<file path="config.mk">
export PLATFORM = sky130hd
export DESIGN_NAME = fed_addr
export DESIGN_NICKNAME = d
export VERILOG_FILES = /design/src/fed_pkg.sv /design/src/fed_addr.sv
export SDC_FILE = /design/constraint.sdc
export NUM_CORES = 1
export LEC_CHECK = 0
export CELL_PAD_IN_SITES_DETAIL_PLACEMENT = 1
export CELL_PAD_IN_SITES_GLOBAL_PLACEMENT = 1
export CORE_ASPECT_RATIO = 1.2
export CORE_MARGIN = 2
export CORE_UTILIZATION = 50
export DETAILED_ROUTE_END_ITERATION = 10
export DONT_BUFFER_PORTS = 1
export PLACE_DENSITY_LB_ADDON = 0.1
export SETUP_SLACK_MARGIN = 0.02
export SLEW_MARGIN = 20
export SYNTH_ARGS = -nofsm -noshare
export SYNTH_HDL_FRONTEND = slang
export SYNTH_SLANG_ARGS = --single-unit
</file>
<file path="constraint.sdc">
create_clock -name clk -period 7.45 [get_ports clk]
set_input_delay 0 -clock clk [delete_from_list [all_inputs] [get_ports clk]]
set_output_delay 0 -clock clk [all_outputs]
set_load 0.03 [all_outputs]
</file>
<file path="src/fed_pkg.sv">
// ----------------------------------------------------------------------------
// fed_pkg: shared types and constants for the feedback echo delay
// Sample and gain widths, register indexes, reset values and payload structs.
// ----------------------------------------------------------------------------
package fed_pkg;

	localparam int unsigned SAMPLE_BITS   = 16;
	localparam int unsigned GAIN_W        = 15;
	localparam int unsigned FRAC_BITS     = 15;
	localparam int unsigned CFG_W         = 15;
	localparam int unsigned CFG_ADDR_W    = 2;
	localparam int unsigned MAX_DELAY_DEF = 16384;

	localparam logic [CFG_W-1:0] DELAY_LEN_RST     = 15'd9600;
	localparam logic [CFG_W-1:0] INPUT_GAIN_RST    = 15'd19661;
	localparam logic [CFG_W-1:0] FEEDBACK_GAIN_RST = 15'd16384;

	typedef enum logic [CFG_ADDR_W-1:0] {
		REG_DELAY_LEN     = 2'd0,
		REG_INPUT_GAIN    = 2'd1,
		REG_FEEDBACK_GAIN = 2'd2
	} fed_reg_t;

	typedef struct packed {
		logic signed [SAMPLE_BITS-1:0] in_sample;
		logic                          flush;
		logic                          start_req;
	} fed_in_t;

	typedef struct packed {
		logic signed [SAMPLE_BITS-1:0] out_sample;
		logic                          clipped;
	} fed_out_t;

endpackage

</file>
<file path="src/fed_addr.sv">
// ----------------------------------------------------------------------------
// fed_addr: delay line position and fill tracking
// Picks the slot for each accepted request and advances the wrap position.
// ----------------------------------------------------------------------------
module fed_addr #(
	parameter int unsigned MAX_DELAY = fed_pkg::MAX_DELAY_DEF
) (
	input  logic                         clk,
	input  logic                         arst_n,
	input  logic                         acc,
	input  logic                         start,
	input  logic [fed_pkg::CFG_W-1:0]    delay_len,
	output logic [$clog2(MAX_DELAY)-1:0] slot,
	output logic                         use_fb
);
	import fed_pkg::*;

	localparam int unsigned AW     = $clog2(MAX_DELAY);
	localparam int unsigned LEN_NB = $clog2(MAX_DELAY + 1);
	localparam int unsigned LEN_W  = (LEN_NB > CFG_W) ? LEN_NB : CFG_W;

	logic [AW-1:0]    position_q;
	logic             filled_q;
	logic [LEN_W-1:0] len_raw;
	logic [LEN_W-1:0] len_eff;
	logic [LEN_W-1:0] pos_inc;
	logic             wrap;

	// A zero length acts as one; anything past the memory acts as the full depth.
	always_comb begin
		len_raw = LEN_W'(delay_len);
		if (len_raw == '0) begin
			len_eff = LEN_W'(1);
		end else if (len_raw > LEN_W'(MAX_DELAY)) begin
			len_eff = LEN_W'(MAX_DELAY);
		end else begin
			len_eff = len_raw;
		end
	end

	assign slot    = start ? '0 : position_q;
	assign use_fb  = start ? 1'b0 : filled_q;
	assign pos_inc = LEN_W'(slot) + LEN_W'(1);
	assign wrap    = (pos_inc >= len_eff);

	always_ff @(posedge clk or negedge arst_n) begin
		if (!arst_n) begin
			position_q <= '0;
			filled_q   <= 1'b0;
		end else if (acc) begin
			if (wrap) begin
				position_q <= '0;
				filled_q   <= 1'b1;
			end else begin
				position_q <= pos_inc[AW-1:0];
				filled_q   <= use_fb;
			end
		end
	end

`ifndef SYNTHESIS
	a_start_clears_fill: assert property (@(posedge clk) disable iff (!arst_n)
		acc && start && (len_eff > LEN_W'(1)) |=> !filled_q && (position_q == AW'(1)))
		else $error("start request did not restart the delay line");
`endif

endmodule

</file>
=== Word level (Yosys, flattened, before mapping) ===
Index checks and enable logic that the tools add are counted.

* Word-level logic and storage cells: 12
* Output and inout bits: 15
* Latch bits: 0
* Memory bits (read-only): 0
* Memories: 0
* Register bits: 15
* Memory bits (writable): 0

* Equality and inequality tests: 0
* $mul: 0
* Order comparisons: 2
* Divide/modulo/power cells: 0
* Multiplexer cells: 6
* Bitwise operators: 0
* Reductions and logical operators: 1
* Shift operators: 0
* Add/sub/neg operators: 1

{| class="wikitable"
|+ Operators by type and width
! operator !! number
|-
| $mux W15 || 2
|-
| $mux W14 || 2
|-
| $add A14 B1 Y15 const B || 1
|-
| $ge A15 B15 Y1 || 1
|-
| $gt A15 B15 Y1 const B || 1
|-
| $logic_not A15 Y1 || 1
|-
| $mux W1 || 2
|}

=== Longest topological paths before layout ===
* Depth after elaboration: 5
* Gate-level depth with buffers: 13
* Depth with buffers taken out: 10

=== Worst setup path after synthesis ===
No wires, ideal clock.

* Kind: reg2reg
* From: register position_q[0]
* To: register position_q[10]
* Setup time: 67 ps
* Stages on the path, launching flop included: 12
* Arrival time: 3122 ps
* Data required time: 7383 ps
* Path slack: 4262 ps
* Cell sequence: dfrtp_1 nor2b_1 ha_1 nand3_1 nor4_2 xor2_1 ha_1 nand4_1 nor2_1 a211oi_1 buf_2 a41o_1

* Longest elaborated chain between the ends: 4

{| class="wikitable"
|+ RTL lines
! item !! RTL line !! source
|-
| from (decl) || fed_addr.sv:22 || <nowiki>logic [AW-1:0] position_q;</nowiki>
|-
| from (signal assigned) || fed_addr.sv:55 || <nowiki>position_q <= pos_inc[AW-1:0];</nowiki>
|-
| $mux W14 * || fed_addr.sv:41 || <nowiki>assign slot = start ? '0 : position_q;</nowiki>
|-
| named net slot[0] || fed_addr.sv:13 || <nowiki>output logic [$clog2(MAX_DELAY)-1:0] slot,</nowiki>
|-
| $add A14 B1 Y15 * || fed_addr.sv:43 || <nowiki>assign pos_inc = LEN_W'(slot) + LEN_W'(1);</nowiki>
|-
| $ge A15 B15 Y1 || fed_addr.sv:44 || <nowiki>assign wrap = (pos_inc >= len_eff);</nowiki>
|-
| $mux W14 * || fed_addr.sv:51 || <nowiki>if (wrap) begin</nowiki>
|}

Mark *: on every way through the listed nets, which the timed path passes. The rest lies on a longest branch.
A chain may end at the register's enable or synchronous reset.

=== Worst setup path in the final report ===
* From: register position_q[0]
* To: register position_q[8]

Same word-level chain as after synthesis.

==> reports/metrics.yaml <==
status: "finished, final reports clean"
fill_cells: 347
dpl.hpwl_um: 3230
start_kind: "register"
async_flop_share_pct: 100
drt_iter0_drc: 27
root_buffer: "clkbuf_4"
p_switching_uw: 56.1
cts_buffers: 3
die_w_um: 53.6
p_leak_nw: 0.811
dpl_cell_area_sq_mm: 0.00149
ys.flop_type: "dfrtp_1"
worstReg2RegEnd: "position_q[8]"
setup_violations: 0
r2r_slack_ns: 3.36
r2r-start: "position_q[0]"
worstSkewPairLatency_ns: 0.29
stdcell_area_sq_mm: 0.00155
dpl.cell_count: 198
required_ns: 7.66
cts.sinks: 15
comb_power_share_pct: 21.9
vias: 1343
die-area_sq_mm: 0.00340
vdd_drop_max_mv: 0.0977
wl_um: 4330
seq_power_share_pct: 50.2
grt_first_pass_wirelength_um: 6990
rsz0062_at_grt: "no"
io_pins: 34
overflow: 0
core_area_sq_mm: 0.00281
grt_pass1_vias: 1426
area_growth_pct: 5.01
antenna_found_initial: 0
dp_slack_ns: 3.47
die_h_um: 63.5
cts_resized: 0
arrival_ns: 4.31
hold_viol_final: 0
fin_crit_sh_pct: 54.9
firstDrtPassIters: 4
setup_ws_ns: 3.36
syn_inst: 171
port_buffers: 0
htreeDepth: 1
synth_area_sq_mm: 0.00147
avgSynthCellArea_sq_um: 8.62
wl_met3_um: 183
synth_edf_count: 0
final_cell_count_no_fill: 205
final_nets: 207
p_clk_share_pct: 27.9
grt_max_degree: 20
cts_buffer_depth: 2
drv_slew: 0
initial_core_util_pct: 52.4
top_layer: "met4"
num_antenna_cells: 0
cap_violations: 0
hold_class: "in -> reg"
power_density_mw_per_mm2: 113
crit_start: "position_q[0]"
worstHoldPathCells: 2
slew_headroom_pct: 30.9
vias_per_cell: 6.55
hold_end: "position_q[8]"
cts_tree: "done"
ys.warnings.count: 0
worstHoldStart: "acc"
drt-met1-wl_um: 1860
place.gp.congestion: 0.892
crit_path_end_kind: "register"
grt_usage_pct: 28.2
ys_types: 34
skew_ns: 0.0102
intPower_uw: 119
ys_seq_elements: 15
drive_above_1_share_pct: 5.85
synth_seq_area_share_pct: 25.5
switching_share_pct: 31.9
worst_pin_slew_ns: 1.03
synth_nets: 206
path_clk_slew_ns: 0.10
worst-path-max-fanout: 13
post-route-min-period_ns: 4.09
critPathKind: "reg -> reg"
met2WireLength_um: 2190
max_freq_mhz: 244
reg2regPathDepth: 10
post-route-drc-count: 0
setup_tns_ns: 0
post_drt_wl_per_cell_um: 21.1
fin_util_pct: 55.1
row_count: 21
ant_nets: 0
==> logic make-up after synthesis <==
| group | synth area share (%) |
|---|---|
| AOI/OAI and AO/OA | 17.8 |
| adders and majority gates | 13.6 |
| buffers and inverters | 2.80 |
| DFF | 25.5 |
| and+or+nand+nor | 34.4 |
| xor gates and xnor gates | 5.94 |
==> layout make-up <==
class	instances	area, sq um	share of cell area [%]
Multi-Input combinational cell	146	1060	68.6
Sequential cell	15	375	24.3
Tap cell	34	42.5	2.75
Timing Repair Buffer	3	30.0	1.94
Clock buffer	4	26.3	1.70
Inverter	3	11.3	0.728
==> cells in the mapped netlist, drive strengths merged (6+ instances only) <==
cell type / instances / area (sq um)
nor2b: 27 / 169
nand2: 17 / 63.8
ha: 16 / 200
dfrtp: 15 / 375
a41o: 13 / 130
a21oi: 10 / 53.8
nor2: 9 / 33.8
xor2: 8 / 70.1
nand4: 7 / 43.8
nand3: 6 / 30.0
nor4: 6 / 56.3
==> worst max path at each step <==
stage                     endpoint  slack [ns]  depth (start not counted)
floorplan           position_q[10]        4.26                         11
global placement     position_q[8]        3.59                         10
detailed placement   position_q[4]        3.47                         10
CTS                  position_q[8]        3.36                         10
global route         position_q[8]        3.12                         10
finish               position_q[8]        3.36                         10
==> layer usage <==
metal	track usage [%]	vias to the layer above
li1	-	638
met1	36.7	661
met2	46.5	33
met3	4.50	11
met4	8.97	0
met5	0	-
==> critical path, stage by stage (launching register included) <==
cell	delay [ns]
dfrtp_1	0.42
nor2b_1	0.69
ha_1	0.34
nand3_1	0.19
nor4_2	0.39
xor2_1	0.30
ha_1	0.30
nand4_1	0.15
nor2_1	0.13
a211oi_2	0.79
a41o_1	0.31
==> state kept, by name, summed over array words and instances, names as in the netlist <==
| signal | flops |
|---|---|
| position_q | 14 |
| filled_q | 1 |
==> layout by cell type (no fill, tap or decap), types with 2 or more instances in the layout <==
cell type and count:
a21oi_1 9, nor3_1 2, nand3_1 6, o21ai_1 2
or3_1 2, nand2_1 17, xnor2_1 2, nor2_1 9
nand4_1 7, a41o_1 13, dlygate4sd3_1 3, clkbuf_4 3
a21o_1 2, and3_1 2, nand3b_1 3, ha_1 16
nor4_2 3, nor4_1 3, dfrtp_1 15, xor2_1 8
o21ai_0 2, inv_1 3, nor2b_1 27
==> what timing repair did <==
action | CTS | global route
buffers inserted | 0 | 0
hold buffers | 3 | 0
endpoints found under the hold margin | 29 | 0
==> power by group through the flow <==
stage	logic [mW]	clock network, mW	registers, mW
3_3_place_gp	0.0322	0	0.0893
2_1_floorplan	0.0297	0	0.0885
4_1_cts	0.0387	0.0508	0.0880
5_1_grt	0.0430	0.0562	0.0888
6_report	0.0384	0.0489	0.0882
3_5_place_dp	0.0340	0	0.0896
==> stage by stage <==
stage	total power, mW	hold WS [ns]
3_3_place_gp	0.121	-0.295
2_1_floorplan	0.118	-0.296
6_report	0.176	0.0290
4_1_cts	0.178	0.0213
3_5_place_dp	0.124	-0.295
5_1_grt	0.188	0.00268
Power figures use the tool's default switching activity.
