## src/fed_pkg.sv

```systemverilog
// ----------------------------------------------------------------------------
// fed_pkg: shared types and constants for the feedback echo delay
// Sample and gain widths, register indexes, reset values and payload structs.
// ----------------------------------------------------------------------------
package fed_pkg;

	localparam int unsigned SAMPLE_BITS   = 16;
	localparam int unsigned GAIN_W        = 15;
	localparam int unsigned FRAC_BITS     = 15;
	localparam int unsigned CFG_W         = 15;
	localparam int unsigned CFG_ADDR_W    = 2;
	localparam int unsigned MAX_DELAY_DEF = 16384;

	localparam logic [CFG_W-1:0] DELAY_LEN_RST     = 15'd9600;
	localparam logic [CFG_W-1:0] INPUT_GAIN_RST    = 15'd19661;
	localparam logic [CFG_W-1:0] FEEDBACK_GAIN_RST = 15'd16384;

	typedef enum logic [CFG_ADDR_W-1:0] {
		REG_DELAY_LEN     = 2'd0,
		REG_INPUT_GAIN    = 2'd1,
		REG_FEEDBACK_GAIN = 2'd2
	} fed_reg_t;

	typedef struct packed {
		logic signed [SAMPLE_BITS-1:0] in_sample;
		logic                          flush;
		logic                          start_req;
	} fed_in_t;

	typedef struct packed {
		logic signed [SAMPLE_BITS-1:0] out_sample;
		logic                          clipped;
	} fed_out_t;

endpackage

```

## src/fed_mix.sv

```systemverilog
// ----------------------------------------------------------------------------
// fed_mix: gain, feedback add, rounding and saturation
// Forms x*input_gain + d*feedback_gain in Q.15, rounds half up and clips.
// ----------------------------------------------------------------------------
module fed_mix (
	input  logic signed [fed_pkg::SAMPLE_BITS-1:0] x,
	input  logic signed [fed_pkg::SAMPLE_BITS-1:0] d,
	input  logic                                   use_fb,
	input  logic        [fed_pkg::GAIN_W-1:0]      in_gain,
	input  logic        [fed_pkg::GAIN_W-1:0]      fb_gain,
	output fed_pkg::fed_out_t                      res
);
	import fed_pkg::*;

	localparam int unsigned ACC_W = SAMPLE_BITS + GAIN_W + 2;
	localparam int unsigned Q_W   = ACC_W - FRAC_BITS;
	localparam logic signed [Q_W-1:0] QMAX = Q_W'((64'sd1 <<< (SAMPLE_BITS - 1)) - 64'sd1);
	localparam logic signed [Q_W-1:0] QMIN = Q_W'(-(64'sd1 <<< (SAMPLE_BITS - 1)));
	localparam logic signed [ACC_W-1:0] HALF = ACC_W'(64'sd1 <<< (FRAC_BITS - 1));

	logic signed [GAIN_W:0]    ig_s;
	logic signed [GAIN_W:0]    fg_s;
	logic signed [ACC_W-1:0]   p_in;
	logic signed [ACC_W-1:0]   p_fb;
	logic signed [ACC_W-1:0]   acc_sum;
	logic signed [Q_W-1:0]     q;

	assign ig_s = {1'b0, in_gain};
	assign fg_s = {1'b0, fb_gain};
	assign p_in = ACC_W'(x) * ACC_W'(ig_s);
	assign p_fb = use_fb ? ACC_W'(d) * ACC_W'(fg_s) : '0;
	assign acc_sum = p_in + p_fb + HALF;

	// Arithmetic shift gives the floor, so halves round toward plus infinity.
	assign q = Q_W'(acc_sum >>> FRAC_BITS);

	always_comb begin
		if (q > QMAX) begin
			res.out_sample = QMAX[SAMPLE_BITS-1:0];
			res.clipped    = 1'b1;
		end else if (q < QMIN) begin
			res.out_sample = QMIN[SAMPLE_BITS-1:0];
			res.clipped    = 1'b1;
		end else begin
			res.out_sample = q[SAMPLE_BITS-1:0];
			res.clipped    = 1'b0;
		end
	end

endmodule

```

## config.mk

```make
export PLATFORM = sky130hd
export DESIGN_NAME = fed_mix
export DESIGN_NICKNAME = d
export VERILOG_FILES = /design/src/fed_pkg.sv /design/src/fed_mix.sv
export SDC_FILE = /design/constraint.sdc
export NUM_CORES = 1
export LEC_CHECK = 0
export ABC_AREA = 1
export BUFFER_PORTS_ARGS = -buffer_cell sky130_fd_sc_hd__buf_2
export CORE_MARGIN = 2
export CORE_UTILIZATION = 50
export DETAILED_ROUTE_END_ITERATION = 8
export PLACE_DENSITY = 0.69
export SLEW_MARGIN = 0
export SYNTH_ARGS = -nofsm -noshare
export SYNTH_HDL_FRONTEND = slang
export SYNTH_SLANG_ARGS = --single-unit
```

## constraint.sdc

```tcl
create_clock -name vclk -period 13.2
set_input_delay 2.64 -clock vclk [all_inputs]
set_output_delay 2.64 -clock vclk [all_outputs]
set_load 0.1 [all_outputs]
```

# After elaboration in Yosys (flattened, before gate mapping)
# Cells that the tools add are included.
[totals] regBits=0 output_inout_bits=17 word_cells=9
[classes] addsub=2 n_mul=2 magnitude_cmp=2 n_mux=3
[op_table] cell="multiplier 16 x 16 -> 32 bit" count=2
[op_table] cell="2-to-1 mux 17 bit" count=2
[op_table] cell="adder 32 x 33 -> 33 bit" count=1
[op_table] cell="adder 33 x 16 -> 33 bit, second input constant" count=1
[op_table] cell="2-to-1 mux 33 bit" count=1
[op_table] cell="> comparator 18 x 16 -> 1 bit, second input constant" count=1
[op_table] cell="< comparator 18 x 16 -> 1 bit, second input constant" count=1

# Longest topological paths before layout
# Gate-level depths: netlist of the first run.
[logic_depth] word_depth=7 mapped_depth=50 depth_no_buf=47

# Least setup slack after synthesis of the first run
# Ideal clock, no wire load.
[synth_timing] path_type="input -> output" startpoint="input fb_gain[1] (netlist bit)" endpoint="output res[10] (netlist bit)" arrival_ns=12.396 required_ns=10.560 slack_ns=-1.836 cell_stages=41 path_cell_list="clkbuf_1 > clkbuf_1 > nand2_1 > fa_1 > fa_1 > fa_1 > fa_1 > inv_1 > fa_1 > inv_1 > fa_1 > inv_1 > ha_1 > nand2_1 > nor2_1 > inv_1 > o21ai_1 > o21ai_0 > [... 5 more ...] > fa_1 > fa_1 > fa_1 > inv_1 > ha_1 > nand2_1 > nand2_1 > o21bai_1 > a21oi_1 > nand2_2 > nand2_1 > nand2_1 > nand2_1 > nand2_2 > nand2_4 > buf_6 > nand2_1 > nand2_1"
[synth_rtl] element="start, declared" line="fed_mix.sv:10" rtl="input logic [fed_pkg::GAIN_W-1:0] fb_gain,"
[synth_rtl] element="end, declared" line="fed_mix.sv:11" rtl="output fed_pkg::fed_out_t res"

==> metrics, run 1 <==
final hold vios=0; cts hold-fix bufs=0; number of global-route vias before repair=20.1k; global-route wire length before repair=95300 microns; CP max FO=6; Unique masters post-synth=35; Placer Congestion=0.906; Min-Delay Path Depth=13; WS Path Type=in2out; Mean Syn Cell Area=7.67 sq um; Via-to-Cell Ratio=5.02; Slew @ Worst Pin=0.803 ns; Worst setup EP type=primary output; CP arrival=11.87 ns; Buf/Inv on CP=15; Total GRT Usage=26.5%; Post-route DRC=0; crit-path most repeated cell=fa_1; Max stage delay on crit path=0.60 ns; worst min-delay path category=in2out; DR vias=18.1k; Core ar.=0.0420 sq mm; Slew HR=46.3%; synthesized instance count=2784; Final period util=110%; Max-Cap Viols=0; largest net degree at the start of global routing=27; # diodes=0; f_max=0.0689 GHz; Post-Syn Nets=3568; sequential cell count=0; FF+latch area=0 sq um; Layout area overhead=25.6%; post-synthesis instance area=0.0213 sq mm; dpl hpwl=47500 microns; Initial Utilization=50.8%; Total Wirelength=55500 microns; critical path's slowest cell=fa_1; # fillers=3539; final worst slack=-1.31 ns; failing checks=negative setup slack; wire per inst=15.4 microns; ANT nets after route=0; First-pass DRT Iterations=6; hold path startpoint=x[0]; Iter 0 DRT Violations=1192; die width=211 microns; status=complete, but fails checks; Ys Warns=0; I/O pin total=80; WP depth=46; sequential share of the synthesized area=0%; CP required=10.56 ns; post-layout util=63.7%; setup violators final=17; CP startpoint=fb_gain[3]; Die Footprint=0.0444 sq mm; Pins Over Slew Limit=0; Startpoint Class=primary input; grt total ovfl=0; post-layout minimum cycle time=14.51 ns; Layout Nets=3846; port bufs=80; fraction of layout cells with a size suffix above 1=23.1%; Top Family by Delay on Critical Path=adder cells; floorplan row count=75; initial antenna violation count=0; # clk buffers=0; Die Span Y=211 microns; RSZ-0062 raised after global routing=true
[through the flow]
stage          setup TNS, ns  hold WS [ns]  instance area, sq um  worst slack [ns]  std cells
6_report              -21.72          6.74                 26800             -1.31       3599
5_1_grt               -26.69          6.81                 26800             -1.60       3599
4_1_cts               -22.42          6.67                 25600             -1.35       3580
3_5_place_dp          -26.66          6.66                 25000             -1.60       3555
3_3_place_gp          -24.67          6.63                 25000             -1.48       3555
2_1_floorplan         -10.72          6.15                 22300            -0.714       2784
[layout by cell type (no fill, tap or decap), drive strengths merged, types with 8 or more instances in the layout]
master  synthesis  final
xnor2          18     18
nand2         716    717
fa            527    527
a21oi          82     82
o21ai          44     44
buf             4    372
nand4           8      8
ha            194    194
xor2           16     16
nor3           13     13
o21bai          8      8
inv           907    907
nor2           86     86
a21o            9      9
nand3          39     39
[Yosys cell counts, types with 2 or more instances]
library cell	n	area [sq um]
xnor2_1	18	158
nand3_2	2	20.0
or2_2	2	12.5
nor2_1	84	315
nand2_2	6	37.5
a21oi_1	81	405
nor2_2	2	12.5
buf_6	2	22.5
nand3_1	37	185
nand4_1	8	50.1
a31oi_1	2	12.5
ha_1	194	2430
o21ai_0	40	200
nand2_4	2	22.5
nor3_1	12	60.1
o21bai_1	8	60.1
buf_4	2	15.0
nand3b_1	3	22.5
nand2_1	708	2660
a21o_1	9	67.6
inv_1	906	3400
fa_1	527	10600
o211ai_1	2	15.0
o21a_1	6	45.0
o21ai_1	4	20.0
clkbuf_1	93	349
xor2_1	16	140
[area by class of cell]
cell class	count	area, sq um	area share [%]
inverter	907	3420	12.8
timing repair buffer	372	3210	12.0
tap	539	674	2.52
multi-input combinational	1781	19500	72.7
[path summary, 6_finish.rpt]
path,slack (ns),end
setup / recovery,-1.31,res[1]
hold / removal,6.74,res[2]
[cell families after synthesis]
logic type	share of synthesized area (%)
buf+inv	17.8
simple gates	16.1
fa+ha+maj	60.8
compound gates	3.99
xor+xnor	1.40
[worst min-delay path, delay by kind of cell]
| kind | cells | cell delay (ns) |
|---|---|---|
| xor+xnor | 1 | 0.12 |
| buf+inv | 5 | 0.66 |
| simple gates | 7 | 0.67 |
[timing repair]
item / in CTS / in global routing
resized for setup: 127 / 280
pin swaps: 73 / 139
gates cloned: 2 / 0
setup endpoints to repair: 17 / 17
hold endpoints to repair: 0 / 0
setup buffers: 23 / 19
[metal layers]
| layer | up-vias | part of all wire (%) | global-route usage [%] | wire length [microns] |
|---|---|---|---|---|
| li1 | 8367 | - | - | - |
| met1 | 9033 | 42 | 36.2 | 23100 |
| met2 | 563 | 50 | 46.9 | 27900 |
| met3 | 97 | 5.5 | 1.50 | 3060 |
| met4 | 0 | 2.5 | 6.02 | 1390 |
| met5 | - | 0 | 0 | 0 |
Power of run 1 is left out: the tool's default activity adds up to more than one toggle a clock period on the data nets, which glitch-free logic cannot reach.
==> run 2: changes to the inputs <==
==> constraint.sdc (replaced) <==
create_clock -name vclk -period 13.2
set_input_delay 1.32 -clock vclk [all_inputs]
set_output_delay 1.32 -clock vclk [all_outputs]
set_load 0.05 [all_outputs]
==> metrics, run 2 (same netlist as run 1, synthesis figures left out) <==
status=complete, no violations; ANT nets after route=0; First-pass DRT Iterations=5; # fillers=4078; wire per inst=15.1 microns; worst min-delay path category=in2out; Slew HR=48.7%; fraction of layout cells with a size suffix above 1=4.01%; dpl hpwl=44800 microns; Final period util=95.9%; floorplan row count=75; final hold vios=0; Min-Delay Path Depth=12; Placer Congestion=0.949; largest net degree at the start of global routing=27; CP startpoint=fb_gain[1]; crit-path most repeated cell=nand2_1; # clk buffers=0; Via-to-Cell Ratio=5.07; CP endpoint=res[13]; f_max=0.0790 GHz; Initial Utilization=50.8%; global-route wire length before repair=89000 microns; CP required=11.88 ns; FF+latch area=0 sq um; Die Span Y=211 microns; DR vias=16.8k; die width=211 microns; Post-route DRC=0; CP arrival=11.34 ns; Pins Over Slew Limit=0; Max stage delay on crit path=0.61 ns; Layout Nets=3555; I/O pin total=80; sequential cell count=0; hold path startpoint=x[0]; post-layout util=52.6%; cts hold-fix bufs=0; most frequent cells in the layout=inv_1, nand2_1, fa_1, ha_1, nor2_1; grt total ovfl=0; commonest non-fill, non-tap cell in the layout=inv_1; Startpoint Class=primary input; Core ar.=0.0420 sq mm; Slew @ Worst Pin=0.767 ns; Setup WS pre-CTS=0.363 ns; Iter 0 DRT Violations=1197; critical path's slowest cell=fa_1; setup violators final=0; Total GRT Usage=24.9%; WS Path Type=in2out; Die Footprint=0.0444 sq mm; # diodes=0; Layout area overhead=3.58%; Total Wirelength=50100 microns; placed cell area=0.0220 sq mm; number of global-route vias before repair=18.3k; port bufs=80; post-route cell area=0.0221 sq mm; Fin Setup TNS=0 ns; post-layout minimum cycle time=12.66 ns; initial antenna violation count=0; CP max FO=16; final worst slack=0.540 ns; Max-Cap Viols=0; Worst setup EP type=primary output
-- run 2: cell types whose count changed in the layout (fill, tap and decap cells not counted), moves of 43 or more --
| cell | change |
|---|---|
| nand2_1 | +88 |
| buf_4 | -264 |
| inv_2 | -47 |
| inv_1 | +50 |
| ha_4 | -43 |
| ha_1 | +43 |
-- run 2: layout make-up --
type                       instances  area, sq um  area share, %
inverter                         907         3410           15.4
multi-input combinational       1780        17600           79.6
tap                              539          674           3.05
timing repair buffer              82          428           1.94
-- run 2: how the worst min path moves through the flow --
stage	slack, ns	endpoint
floorplan	3.51	res[16]
global placement	3.90	res[3]
detailed placement	3.91	res[3]
CTS	3.92	res[3]
global route	4.00	res[1]
finish	3.93	res[3]
-- run 2: worst max-delay path: cells and delay by family --
| family | cells | cell delay, ns |
|---|---|---|
| AOI/OAI and AO/OA | 2 | 0.32 |
| adders and majority gates | 13 | 6.15 |
| buffers and inverters | 10 | 1.22 |
| and+or+nand+nor | 18 | 2.29 |
-- run 2: repair_timing --
action,CTS,global route
resized for setup,0,12
endpoints found under the setup margin,0,17
setup buffers,0,1
-- run 2: per-stage QoR --
step           cells  hold WS (ns)
2_1_floorplan   2784          3.51
3_3_place_gp    3307          3.90
3_5_place_dp    3307          3.91
4_1_cts         3307          3.92
5_1_grt         3308          4.00
6_report        3308          3.93
-- run 2: layer usage --
metal	global-route usage [%]	up-vias	routed length, microns
met3	2.73	95	3200
met1	33.9	8339	21300
met2	42.8	562	24100
li1	-	7777	-
met5	0	-	0
met4	6.24	0	1520
Power of run 2 is left out for the same reason.
==> run 3: changes to the inputs <==
--- a/config.mk
+++ b/config.mk
@@ -10,5 +10,4 @@
 export CORE_MARGIN = 2
-export CORE_UTILIZATION = 50
+export CORE_UTILIZATION = 45
 export DETAILED_ROUTE_END_ITERATION = 8
-export PLACE_DENSITY = 0.69
 export SLEW_MARGIN = 0
==> constraint.sdc (replaced) <==
create_clock -name vclk -period 13.2
set_input_delay 0 -clock vclk [all_inputs]
set_output_delay 0 -clock vclk [all_outputs]
set_load 0.05 [all_outputs]
==> metrics, run 3 (same netlist as run 1, synthesis figures left out) <==
largest net degree at the start of global routing=27; most frequent cells in the layout=inv_1, nand2_1, fa_1, ha_1, nor2_1; Worst setup EP type=primary output; Via-to-Cell Ratio=4.90; Core ar.=0.0467 sq mm; worst min-delay path category=in2out; CP arrival=10.30 ns; Layout Nets=3553; WP depth=42; final hold vios=0; Slew @ Worst Pin=0.806 ns; Iter 0 DRT Violations=1028; floorplan row count=79; Layout area overhead=3.62%; Final period util=78.0%; Die Span Y=222 microns; I/O pin total=80; buffer count from post-CTS setup fixing=0; CP max FO=16; critical path's slowest cell=fa_1; post-layout minimum cycle time=10.30 ns; # diodes=0; dpl hpwl=45500 microns; CP startpoint=d[15]; First-pass DRT Iterations=8; CP endpoint=res[10]; initial antenna violation count=0; Max-Cap Viols=0; Placer Congestion=0.896; Post-route DRC=6; failing checks=design-rule violations; CP required=13.20 ns; wire per inst=15.1 microns; global-route wire length before repair=89400 microns; DR vias=16.5k; placed cells=3374; Die Footprint=0.0492 sq mm; RSZ-0062 raised after global routing=false; Pins Over Slew Limit=0; port bufs=80; commonest non-fill, non-tap cell in the layout=inv_1; grt total ovfl=0; Hold WS=1.30 ns; # clk buffers=0; setup violators final=0; Max stage delay on crit path=0.60 ns; Total Wirelength=50900 microns; WS Path Type=in2out; final std cells w/o fill=3374; status=complete, but fails checks; sequential cell count=0; Total GRT Usage=22.2%; Initial Utilization=45.7%; cts hold-fix bufs=0; FF+latch area=0 sq um; f_max=0.0971 GHz; ANT nets after route=0; Slew HR=46.1%; Top Family by Delay on Critical Path=adder cells; number of global-route vias before repair=18.2k; Startpoint Class=primary input; fraction of layout cells with a size suffix above 1=3.54%; # fillers=4741; post-CTS sizing=0; die width=222 microns; Fin Setup TNS=0 ns; Buf/Inv on CP=12
run 3: cell types whose count changed in the layout (fill, tap and decap cells not counted), sizes merged:
cell | before | now
clkinvlp | 2 | 0
buf | 82 | 80
inv | 905 | 907
run 3: worst min-delay path by stage:
stage / from / end / slack [ns] / cells after the start
floorplan: in_gain[1] / res[16] / 0.87 / 11
global placement: x[0] / res[1] / 1.26 / 13
detailed placement: x[0] / res[2] / 1.27 / 12
CTS: x[0] / res[1] / 1.28 / 13
global route: x[0] / res[2] / 1.39 / 12
finish: x[0] / res[1] / 1.30 / 13
run 3: per-stage QoR:
stage               worst slack, ns  area [sq um]  util (%)
floorplan                      3.96         21300         -
global placement               2.98         22100      47.4
detailed placement             3.07         22100      47.4
CTS                            3.01         22100      47.4
global route                   2.41         22100      47.4
finish                         2.90         22100      47.4
run 3: layout make-up:
type	instances	area, sq um	area share (%)
Multi-Input combinational cell	1780	17600	79.4
Inverter	907	3400	15.4
Timing Repair Buffer	80	400	1.81
Tap cell	607	759	3.43
run 3: layer usage:
layer | vias to the layer above | track usage, % | wire length (microns)
met3 | 60 | 2.17 | 3050
met5 | - | 0 | 0
met2 | 466 | 38.7 | 24600
met4 | 0 | 4.49 | 1220
li1 | 7779 | - | -
met1 | 8243 | 30.3 | 22000
Power of run 3 is left out for the same reason.
